## config.mk

```make
export PLATFORM = sky130hd
export DESIGN_NAME = atpr_sqrt
export DESIGN_NICKNAME = d
export VERILOG_FILES = /design/src/sv/atpr_pkg.sv /design/src/sv/atpr_sqrt.sv
export SDC_FILE = /design/constraint.sdc
export NUM_CORES = 2
export LEC_CHECK = 0
export ABC_CLOCK_PERIOD_IN_PS = 9960
export BUFFER_PORTS_ARGS = -buffer_cell sky130_fd_sc_hd__buf_2
export CAP_MARGIN = 20
export CORE_MARGIN = 2
export CORE_UTILIZATION = 50
export CTS_CLUSTER_DIAMETER = 150
export DETAILED_ROUTE_END_ITERATION = 10
export PLACE_DENSITY = 0.65
export SYNTH_ARGS = -nofsm -noshare
export SYNTH_HDL_FRONTEND = slang
export SYNTH_SLANG_ARGS = --single-unit
```

## constraint.sdc

```tcl
create_clock -name i_clk -period 9.96 [get_ports i_clk]
set_input_delay 1.494 -clock i_clk [delete_from_list [all_inputs] [get_ports i_clk]]
set_output_delay 1.494 -clock i_clk [all_outputs]
set_load 0.02 [all_outputs]
```

## src/sv/atpr_pkg.sv

```systemverilog
package atpr_pkg;

    localparam int IN_W            = 16;   // sample and angle field width
    localparam int OFS_W           = 16;   // offset register width
    localparam int CFG_IDX_W       = 8;
    localparam int ANGLE_FRAC_DEF  = 7;
    localparam int CORDIC_STG_DEF  = 16;
    localparam int ACC_FRAC        = 20;   // angle accumulator counts 2^-20 degree
    localparam int IN_SCALE        = 16;
    localparam int TABLE_LEN       = 24;
    localparam int HALF_TURN       = 180;
    localparam int CORDIC_IN_W     = 25;   // covers -x*256 and the 24-bit magnitude
    localparam int CORDIC_W        = 44;
    localparam int ACC_W           = 32;
    localparam int SQ_W            = 48;   // (y^2 + z^2) << 16
    localparam int ROOT_W          = 24;
    localparam int PROD_W          = 2 * IN_W;

    localparam logic [CFG_IDX_W-1:0] REG_PITCH_OFFSET = CFG_IDX_W'(0);
    localparam logic [CFG_IDX_W-1:0] REG_ROLL_OFFSET  = CFG_IDX_W'(1);

    // round(atan(2^-i) * 2^20), degrees
    function automatic logic [25:0] atan_q20(input int i);
        logic [25:0] v;
        case (i)
            0:       v = 26'd47185920;
            1:       v = 26'd27855475;
            2:       v = 26'd14718068;
            3:       v = 26'd7471121;
            4:       v = 26'd3750058;
            5:       v = 26'd1876857;
            6:       v = 26'd938658;
            7:       v = 26'd469357;
            8:       v = 26'd234682;
            9:       v = 26'd117342;
            10:      v = 26'd58671;
            11:      v = 26'd29335;
            12:      v = 26'd14668;
            13:      v = 26'd7334;
            14:      v = 26'd3667;
            15:      v = 26'd1833;
            16:      v = 26'd917;
            17:      v = 26'd458;
            18:      v = 26'd229;
            19:      v = 26'd115;
            20:      v = 26'd57;
            21:      v = 26'd29;
            22:      v = 26'd14;
            23:      v = 26'd7;
            default: v = 26'd0;
        endcase
        return v;
    endfunction

endpackage

```

## src/sv/atpr_sqrt.sv

```systemverilog
module atpr_sqrt (
    input  logic                                 i_clk,
    input  logic                                 i_rst_n,
    input  logic                                 i_en,
    input  logic                                 i_v,
    input  logic signed [atpr_pkg::IN_W-1:0]     i_x,
    input  logic signed [atpr_pkg::IN_W-1:0]     i_y,
    input  logic signed [atpr_pkg::IN_W-1:0]     i_z,
    output logic                                 o_v,
    output logic signed [atpr_pkg::IN_W-1:0]     o_x,
    output logic signed [atpr_pkg::IN_W-1:0]     o_y,
    output logic signed [atpr_pkg::IN_W-1:0]     o_z,
    output logic [atpr_pkg::ROOT_W-1:0]          o_root
);
    import atpr_pkg::*;

    logic signed [PROD_W-1:0] prod_y;
    logic signed [PROD_W-1:0] prod_z;
    logic [PROD_W-2:0]        r_sq_y;
    logic [PROD_W-2:0]        r_sq_z;
    logic                     r_v0;
    logic signed [IN_W-1:0]   r_x0, r_y0, r_z0;

    logic [SQ_W-1:0]          r_n [0:ROOT_W];
    logic [SQ_W-1:0]          r_r [0:ROOT_W];
    logic                     r_v [0:ROOT_W];
    logic signed [IN_W-1:0]   r_x [0:ROOT_W];
    logic signed [IN_W-1:0]   r_y [0:ROOT_W];
    logic signed [IN_W-1:0]   r_z [0:ROOT_W];

    assign prod_y = i_y * i_y;
    assign prod_z = i_z * i_z;

    // squares
    always_ff @(posedge i_clk) begin
        if (!i_rst_n) begin
            r_v0 <= 1'b0;
        end else if (i_en) begin
            r_v0 <= i_v;
        end
        if (i_en) begin
            r_sq_y <= prod_y[PROD_W-2:0];
            r_sq_z <= prod_z[PROD_W-2:0];
            r_x0   <= i_x;
            r_y0   <= i_y;
            r_z0   <= i_z;
        end
    end

    // sum, scaled by 2^16
    always_ff @(posedge i_clk) begin
        if (!i_rst_n) begin
            r_v[0] <= 1'b0;
        end else if (i_en) begin
            r_v[0] <= r_v0;
        end
        if (i_en) begin
            r_n[0] <= {({1'b0, r_sq_y} + {1'b0, r_sq_z}), IN_SCALE'(0)};
            r_r[0] <= '0;
            r_x[0] <= r_x0;
            r_y[0] <= r_y0;
            r_z[0] <= r_z0;
        end
    end

    // one root bit per stage
    for (genvar g = 0; g < ROOT_W; g++) begin : g_root
        localparam logic [SQ_W-1:0] BIT = SQ_W'(1) << (2 * (ROOT_W - 1 - g));
        logic [SQ_W-1:0] trial;
        assign trial = r_r[g] + BIT;

        always_ff @(posedge i_clk) begin
            if (!i_rst_n) begin
                r_v[g+1] <= 1'b0;
            end else if (i_en) begin
                r_v[g+1] <= r_v[g];
            end
            if (i_en) begin
                if (r_n[g] >= trial) begin
                    r_n[g+1] <= r_n[g] - trial;
                    r_r[g+1] <= (r_r[g] >> 1) + BIT;
                end else begin
                    r_n[g+1] <= r_n[g];
                    r_r[g+1] <= r_r[g] >> 1;
                end
                r_x[g+1] <= r_x[g];
                r_y[g+1] <= r_y[g];
                r_z[g+1] <= r_z[g];
            end
        end
    end

    assign o_v    = r_v[ROOT_W];
    assign o_x    = r_x[ROOT_W];
    assign o_y    = r_y[ROOT_W];
    assign o_z    = r_z[ROOT_W];
    assign o_root = r_r[ROOT_W][ROOT_W-1:0];

endmodule

```

; ---- Yosys cells after proc, flatten, opt, wreduce, memory -nomap -nowiden
; Memories as Yosys holds them, arrays and structs flattened.
; Cells that the tools add are included.
[classes]
addsub = 73
mul = 2
magnitude_cmp = 24
mux = 222
bitwise = 73
[ops]
columns = op, n
row1 = $mux 48, 48
row2 = $ge 48x48->1, 24
row3 = $sub 48x48->48, 24
row4 = $mux 1, 174
row5 = $or 1x1->1, 73
row6 = $mul 16x16->31, 2
row7 = $add 47x1->48 const B, 1
row8 = $add 47x11->48 const B, 1
row9 = $add 47x13->48 const B, 1
row10 = $add 47x15->48 const B, 1
row11 = $add 47x17->48 const B, 1
row12 = $add 47x19->48 const B, 1
row13 = $add 47x21->48 const B, 1
row14 = $add 47x23->48 const B, 1
row15 = $add 47x25->48 const B, 1
row16 = $add 47x27->48 const B, 1
row17 = $add 47x29->48 const B, 1
row18 = $add 47x3->48 const B, 1
row19 = $add 47x31->48 const B, 1
row20 = $add 47x33->48 const B, 1
row21 = $add 47x35->48 const B, 1
row22 = $add 47x37->48 const B, 1
row23 = $add 47x39->48 const B, 1
row24 = $add 47x41->48 const B, 1
row25 = other kinds (31), 31
[word_totals]
regBits = 111
ramBits = 3625
input_bits = 52
out_inout_bits = 73
mem_count = 6
[memory_table]
columns = name, words, word_bits, rd, rd_ports_with_merged_regs, wr, line_no
row1 = r_n, 25, 48, 24, 0, 25, atpr_sqrt.sv:24  ; logic [SQ_W-1:0] r_n [0:ROOT_W];
row2 = r_r, 25, 48, 25, 0, 25, atpr_sqrt.sv:25  ; logic [SQ_W-1:0] r_r [0:ROOT_W];
row3 = r_x, 25, 16, 25, 0, 25, atpr_sqrt.sv:27  ; logic signed [IN_W-1:0] r_x [0:ROOT_W];
row4 = r_y, 25, 16, 25, 0, 25, atpr_sqrt.sv:28  ; logic signed [IN_W-1:0] r_y [0:ROOT_W];
row5 = r_z, 25, 16, 25, 0, 25, atpr_sqrt.sv:29  ; logic signed [IN_W-1:0] r_z [0:ROOT_W];
row6 = r_v, 25, 1, 25, 0, 25, atpr_sqrt.sv:26  ; logic r_v [0:ROOT_W];

; ---- Longest topological paths before layout
[logic_depth]
word_depth = 6
depth_mapped = 26

; ---- Least setup slack after synthesis
; Ideal clock, no wire load.
[synth_path]
kind = input to register
startpoint = input i_y[1] (netlist bit)
endpoint = register r_sq_y[29], data pin
setup_ns = 0.288
arrival_time_ns = 7.453
required_ns = 9.672
setup_slack_ns = 2.219
path_stages = 21
path_buffers = 2
cell_sequence = clkbuf_1 -> clkbuf_1 -> nand2_1 -> fa_1 -> fa_1 -> fa_1 -> inv_1 -> fa_1 -> fa_1 -> inv_1 -> fa_1 -> inv_1 -> ha_1 -> a21o_1 -> a21o_1 -> a222oi_1 -> a21boi_0 -> a221oi_1 -> o21ai_0 -> a21oi_1 -> o311ai_0
[synth_between]
elab_chain_len = 1
[synth_lines]
columns = element, line_no
row1 = from (decl), atpr_sqrt.sv:7  ; input logic signed [atpr_pkg::IN_W-1:0] i_y,
row2 = $mul 16x16->31, atpr_sqrt.sv:31  ; assign prod_y = i_y * i_y;
row3 = net prod_y[29], atpr_sqrt.sv:17  ; logic signed [PROD_W-1:0] prod_y;
row4 = to (signal assigned), atpr_sqrt.sv:42  ; r_sq_y <= prod_y[PROD_W-2:0];
row5 = to (decl), atpr_sqrt.sv:19  ; logic [PROD_W-2:0] r_sq_y;
; The timed path passes the listed nets, and every way through them passes these cells.
; A chain may end at the register's enable or synchronous reset.

; ---- Final worst setup path
[layout_path]
startpoint = input i_y[8] (netlist bit)
endpoint = register r_sq_y[29], data pin
; The elaborated chain is that of the path after synthesis.

==> summary.md <==
| Metric | Value |
|---|---|
| Status | `complete, no violations` |
| # rows | `between 150 and 200` |
| Top-level port count | `approximately 130` |
| Placed Area | `around 120,000 um2` |
| WL final | `205 mm` |
| GRT Total Usage | `17.6%` |
| Synth Net Count | `just over 9,000` |
| Unrepaired setup endpoints after global routing | `no` |
| Worst slew pin tran | `1.11 ns` |
| First-pass GRT wire length | `around 330 mm` |
| Initial Utilization | `around 50%` |
| Clk root buf | `clkbuf_16` |
| Drt drc | `0` |
| Register area share after synthesis | `a little under two thirds` |
| Critical path peak fanout | `18` |
| RD Place Congestion | `about 0.9` |
| Remaining Overflow, GRT | `0` |
| Fill count | `about 18,000` |
| Unique masters post-synth | `93` |
| Clk buf depth | `4` |
| Core area | `229,000 um2` |
| Initial DRC Count | `roughly 4,200` |
| Post-route ant nets | `0` |
| H-tree levels | `5` |
| CP required | `~11 ns` |
| Portion of netlist area occupied by mux cells | `less than 1%` |
| Simple-Gate Fraction of Synth Area | `between 7 and 8%` |
| Initial antenna violation count | `6` |
| Tightest Hold Check Type | `reg2reg` |
| Final clock skew | `0.0629 ns` |
| Synth Instances | `between 8,000 and 9,000` |
| Pre-Repair DR Iteration Count | `6` |
| Post-synthesis compound-gate area fraction | `~6.0%` |
| Top cells by area, synth | `edfxtp_1, fa_1, ha_1` |
| Fin util | `between 50 and 60%` |
| Syn. warnings | `0` |
| Critical path launch point type | `input port` |
| Vias in the first global route | `about 64,000` |
| Clock sinks | `between 2,000 and 2,500` |
| Main combinational cell family by area after synthesis | `adder cells` |
| Die ar. | `~230,000 um2` |
| Resized Gates After CTS | `0` |
| PwrDens | `about 300 nW/um2` |
| #FFs+latches synth | `approximately 2,400` |
| Cell taking the most area after synthesis | `edfxtp_1` |
| Hold_buf cts | `0` |
| Max Cap Viol | `0` |
| Critical path class | `in2reg` |
| Final instance area | `about 130,000 um2` |
| P&R area growth vs syn | `11.0%` |
| TritonCTS clock tree | `yes` |
| Die Ht | `about 480 um` |
| Share of cells above drive strength 1 | `under 10%` |
| Largest net degree at the start of global routing | `approximately 180` |
| CTS Buf Count | `between 200 and 300` |
| Slew Limit Headroom | `roughly a quarter` |
| Post-Synth Adder-Cell Area | `13.6%` |
| HPWL Detailed | `about 140 mm` |
| Setup_tns | `0 ns` |
| Netlist Area Pre-Place | `between 100,000 and 150,000 um2` |
| Vias | `62,100` |
| Register clock-pin slew on the reported worst setup and hold paths | `~0.06 ns` |
| Clk_lat worst skew | `roughly 0.90 ns` |
| Element type at the critical path end | `flop` |
| XOR/XNOR share of the synthesized area | `under 10%` |
| Mean Syn Cell Area | `roughly 14 um2` |
| Final Max Slew Viols | `0` |
| F_max | `130 MHz` |
| Leak pwr | `roughly 50 nW` |
| Hold WS | `0.356 ns` |
| Horiz. Die Dim | `484 um` |
| Final Hold Vio Count | `0` |
| Fin crit share | `between 70 and 80%` |
| Nets | `about 9,500` |
| CP arrival | `roughly 8.3 ns` |
| Final Setup Violations | `0` |
| Per-cell routed wire length | `17.5 um` |
| Post-synth EDFFs | `2,447` |
| PortBufs | `between 100 and 150` |
| Most used DFF post-synth | `edfxtp_1` |
| Fin crit period | `between 7 and 8 ns` |
| Post-synth ARST share | `0%` |
| Setup Fix Bufs, Post-CTS | `0` |
| Max VDD drop | `0.00112 V` |
| Top cell type's share of synthesized area | `about 64%` |
| Vias per std cell | `5.31` |
==> cells by family (layout without fill, tap and decap cells) <==
logic type,after synthesis,in the layout
buffers and inverters,1243,1727
flip-flops,2449,2449
other,0,4
multiplexers,31,31
XOR/XNOR,565,565
adder cells (fa/ha/maj),972,972
AO/OA/AOI/OAI,1104,1104
AND/OR/NAND/NOR,1806,1806
==> power by group <==
group          switching (W)  internal (W)  total, W
clock network        0.00380       0.00559   0.00939
logic                0.00843       0.00579    0.0142
registers           0.000703        0.0134    0.0141
==> layer usage <==
metal  GRT usage (%)  part of all wire, %  up-vias
met5               0               0.0088        -
met4            6.05                  3.2        4
met3            2.58                  3.9      458
met2            30.8                   51     1333
met1            22.4                   42    30600
li1                -                    -    29600
==> state kept, by name, indices dropped and copies added (netlist names) <==
| signal | flops |
|---|---|
| r_y0 | 15 |
| r_sq_z | 30 |
| r_n | 817 |
| r_sq_y | 30 |
| r_v | 25 |
| r_v0 | 1 |
| r_z0 | 15 |
| r_x | 400 |
| r_x0 | 16 |
| r_z | 400 |
| r_r | 300 |
| r_y | 400 |
==> critical path: stages <==
cell and delay [ns]:
buf_2 0.38, and2_1 0.25, inv_1 0.07, fa_1 0.51
inv_1 0.05, fa_1 0.49, inv_1 0.05, fa_1 0.47
inv_1 0.05, fa_1 0.50, fa_1 0.55, inv_1 0.05
fa_1 0.54, inv_1 0.05, ha_1 0.35, a21o_1 0.18
a21o_1 0.17, a222oi_1 0.40, a21boi_0 0.30, a221oi_1 0.70
o21ai_0 0.23, a21oi_1 0.26, o311ai_0 0.15
==> worst paths after layout <==
path	start	endpoint	slack, ns	cells past startpoint
hold reg to reg	r_z[1][7]$_DFFE_PP_	r_z[1][23]$_DFFE_PP_	0.36	0
hold / removal	r_z[1][7]$_DFFE_PP_	r_z[1][23]$_DFFE_PP_	0.36	0
setup / recovery	i_y[8]	r_sq_y[29]$_DFFE_PP_	2.25	23
setup reg to reg	r_r[1][200]$_DFFE_PP_	r_n[2][279]$_DFFE_PP_	5.76	12
==> placed cells by master (no fill, tap or decap), types with 101 or more instances in the layout <==
cell type  count
edfxtp_1    2447
buf_2        124
clkbuf_16    282
xor2_1       279
o21ai_0      351
ha_1         505
nor2_1       349
inv_1       1089
fa_1         467
nand2_1      553
nor4_1       101
xnor2_1      286
nor3_1       163
a21o_1       113
a21oi_1      281
==> cells in the mapped netlist (all sizes together) (24+ instances only) <==
library cell     n
and3            61
clkbuf         140
or2             35
xor2           279
nor2           349
o211ai          24
xnor2          286
fa             467
a21o           113
or3             54
nor2b           56
nand2b          78
or4             24
o21a            66
a31oi           29
and2            81
nor4           106
a21oi          282
nor3           165
a211oi          34
nand2          553
nand4           51
o21bai          42
ha             505
nand3           98
inv           1090
mux2            27
o21ai          352
edfxtp        2447
o31ai           26
==> final cells by class <==
class / instances / area, um2 / share of cell area [%]
sequential: 2449 / 73500 / 57.6
multi-input combinational: 4478 / 36900 / 28.9
clock buffer: 333 / 7250 / 5.68
inverter: 1093 / 4100 / 3.21
tap: 3026 / 3790 / 2.96
timing repair buffer: 171 / 1090 / 0.852
clock inverter: 130 / 1070 / 0.839
antenna: 4 / 10.0 / 0.00784
==> through the flow <==
stage	worst slack, ns	std cells	total power (W)
5_1_grt	1.82	11700	0.0404
6_report	2.25	11700	0.0378
2_1_floorplan	2.22	8170	0.0245
3_3_place_gp	1.30	11200	0.0283
4_1_cts	2.30	11700	0.0382
3_5_place_dp	1.38	11200	0.0286
(Power assumes the default switching activity.)
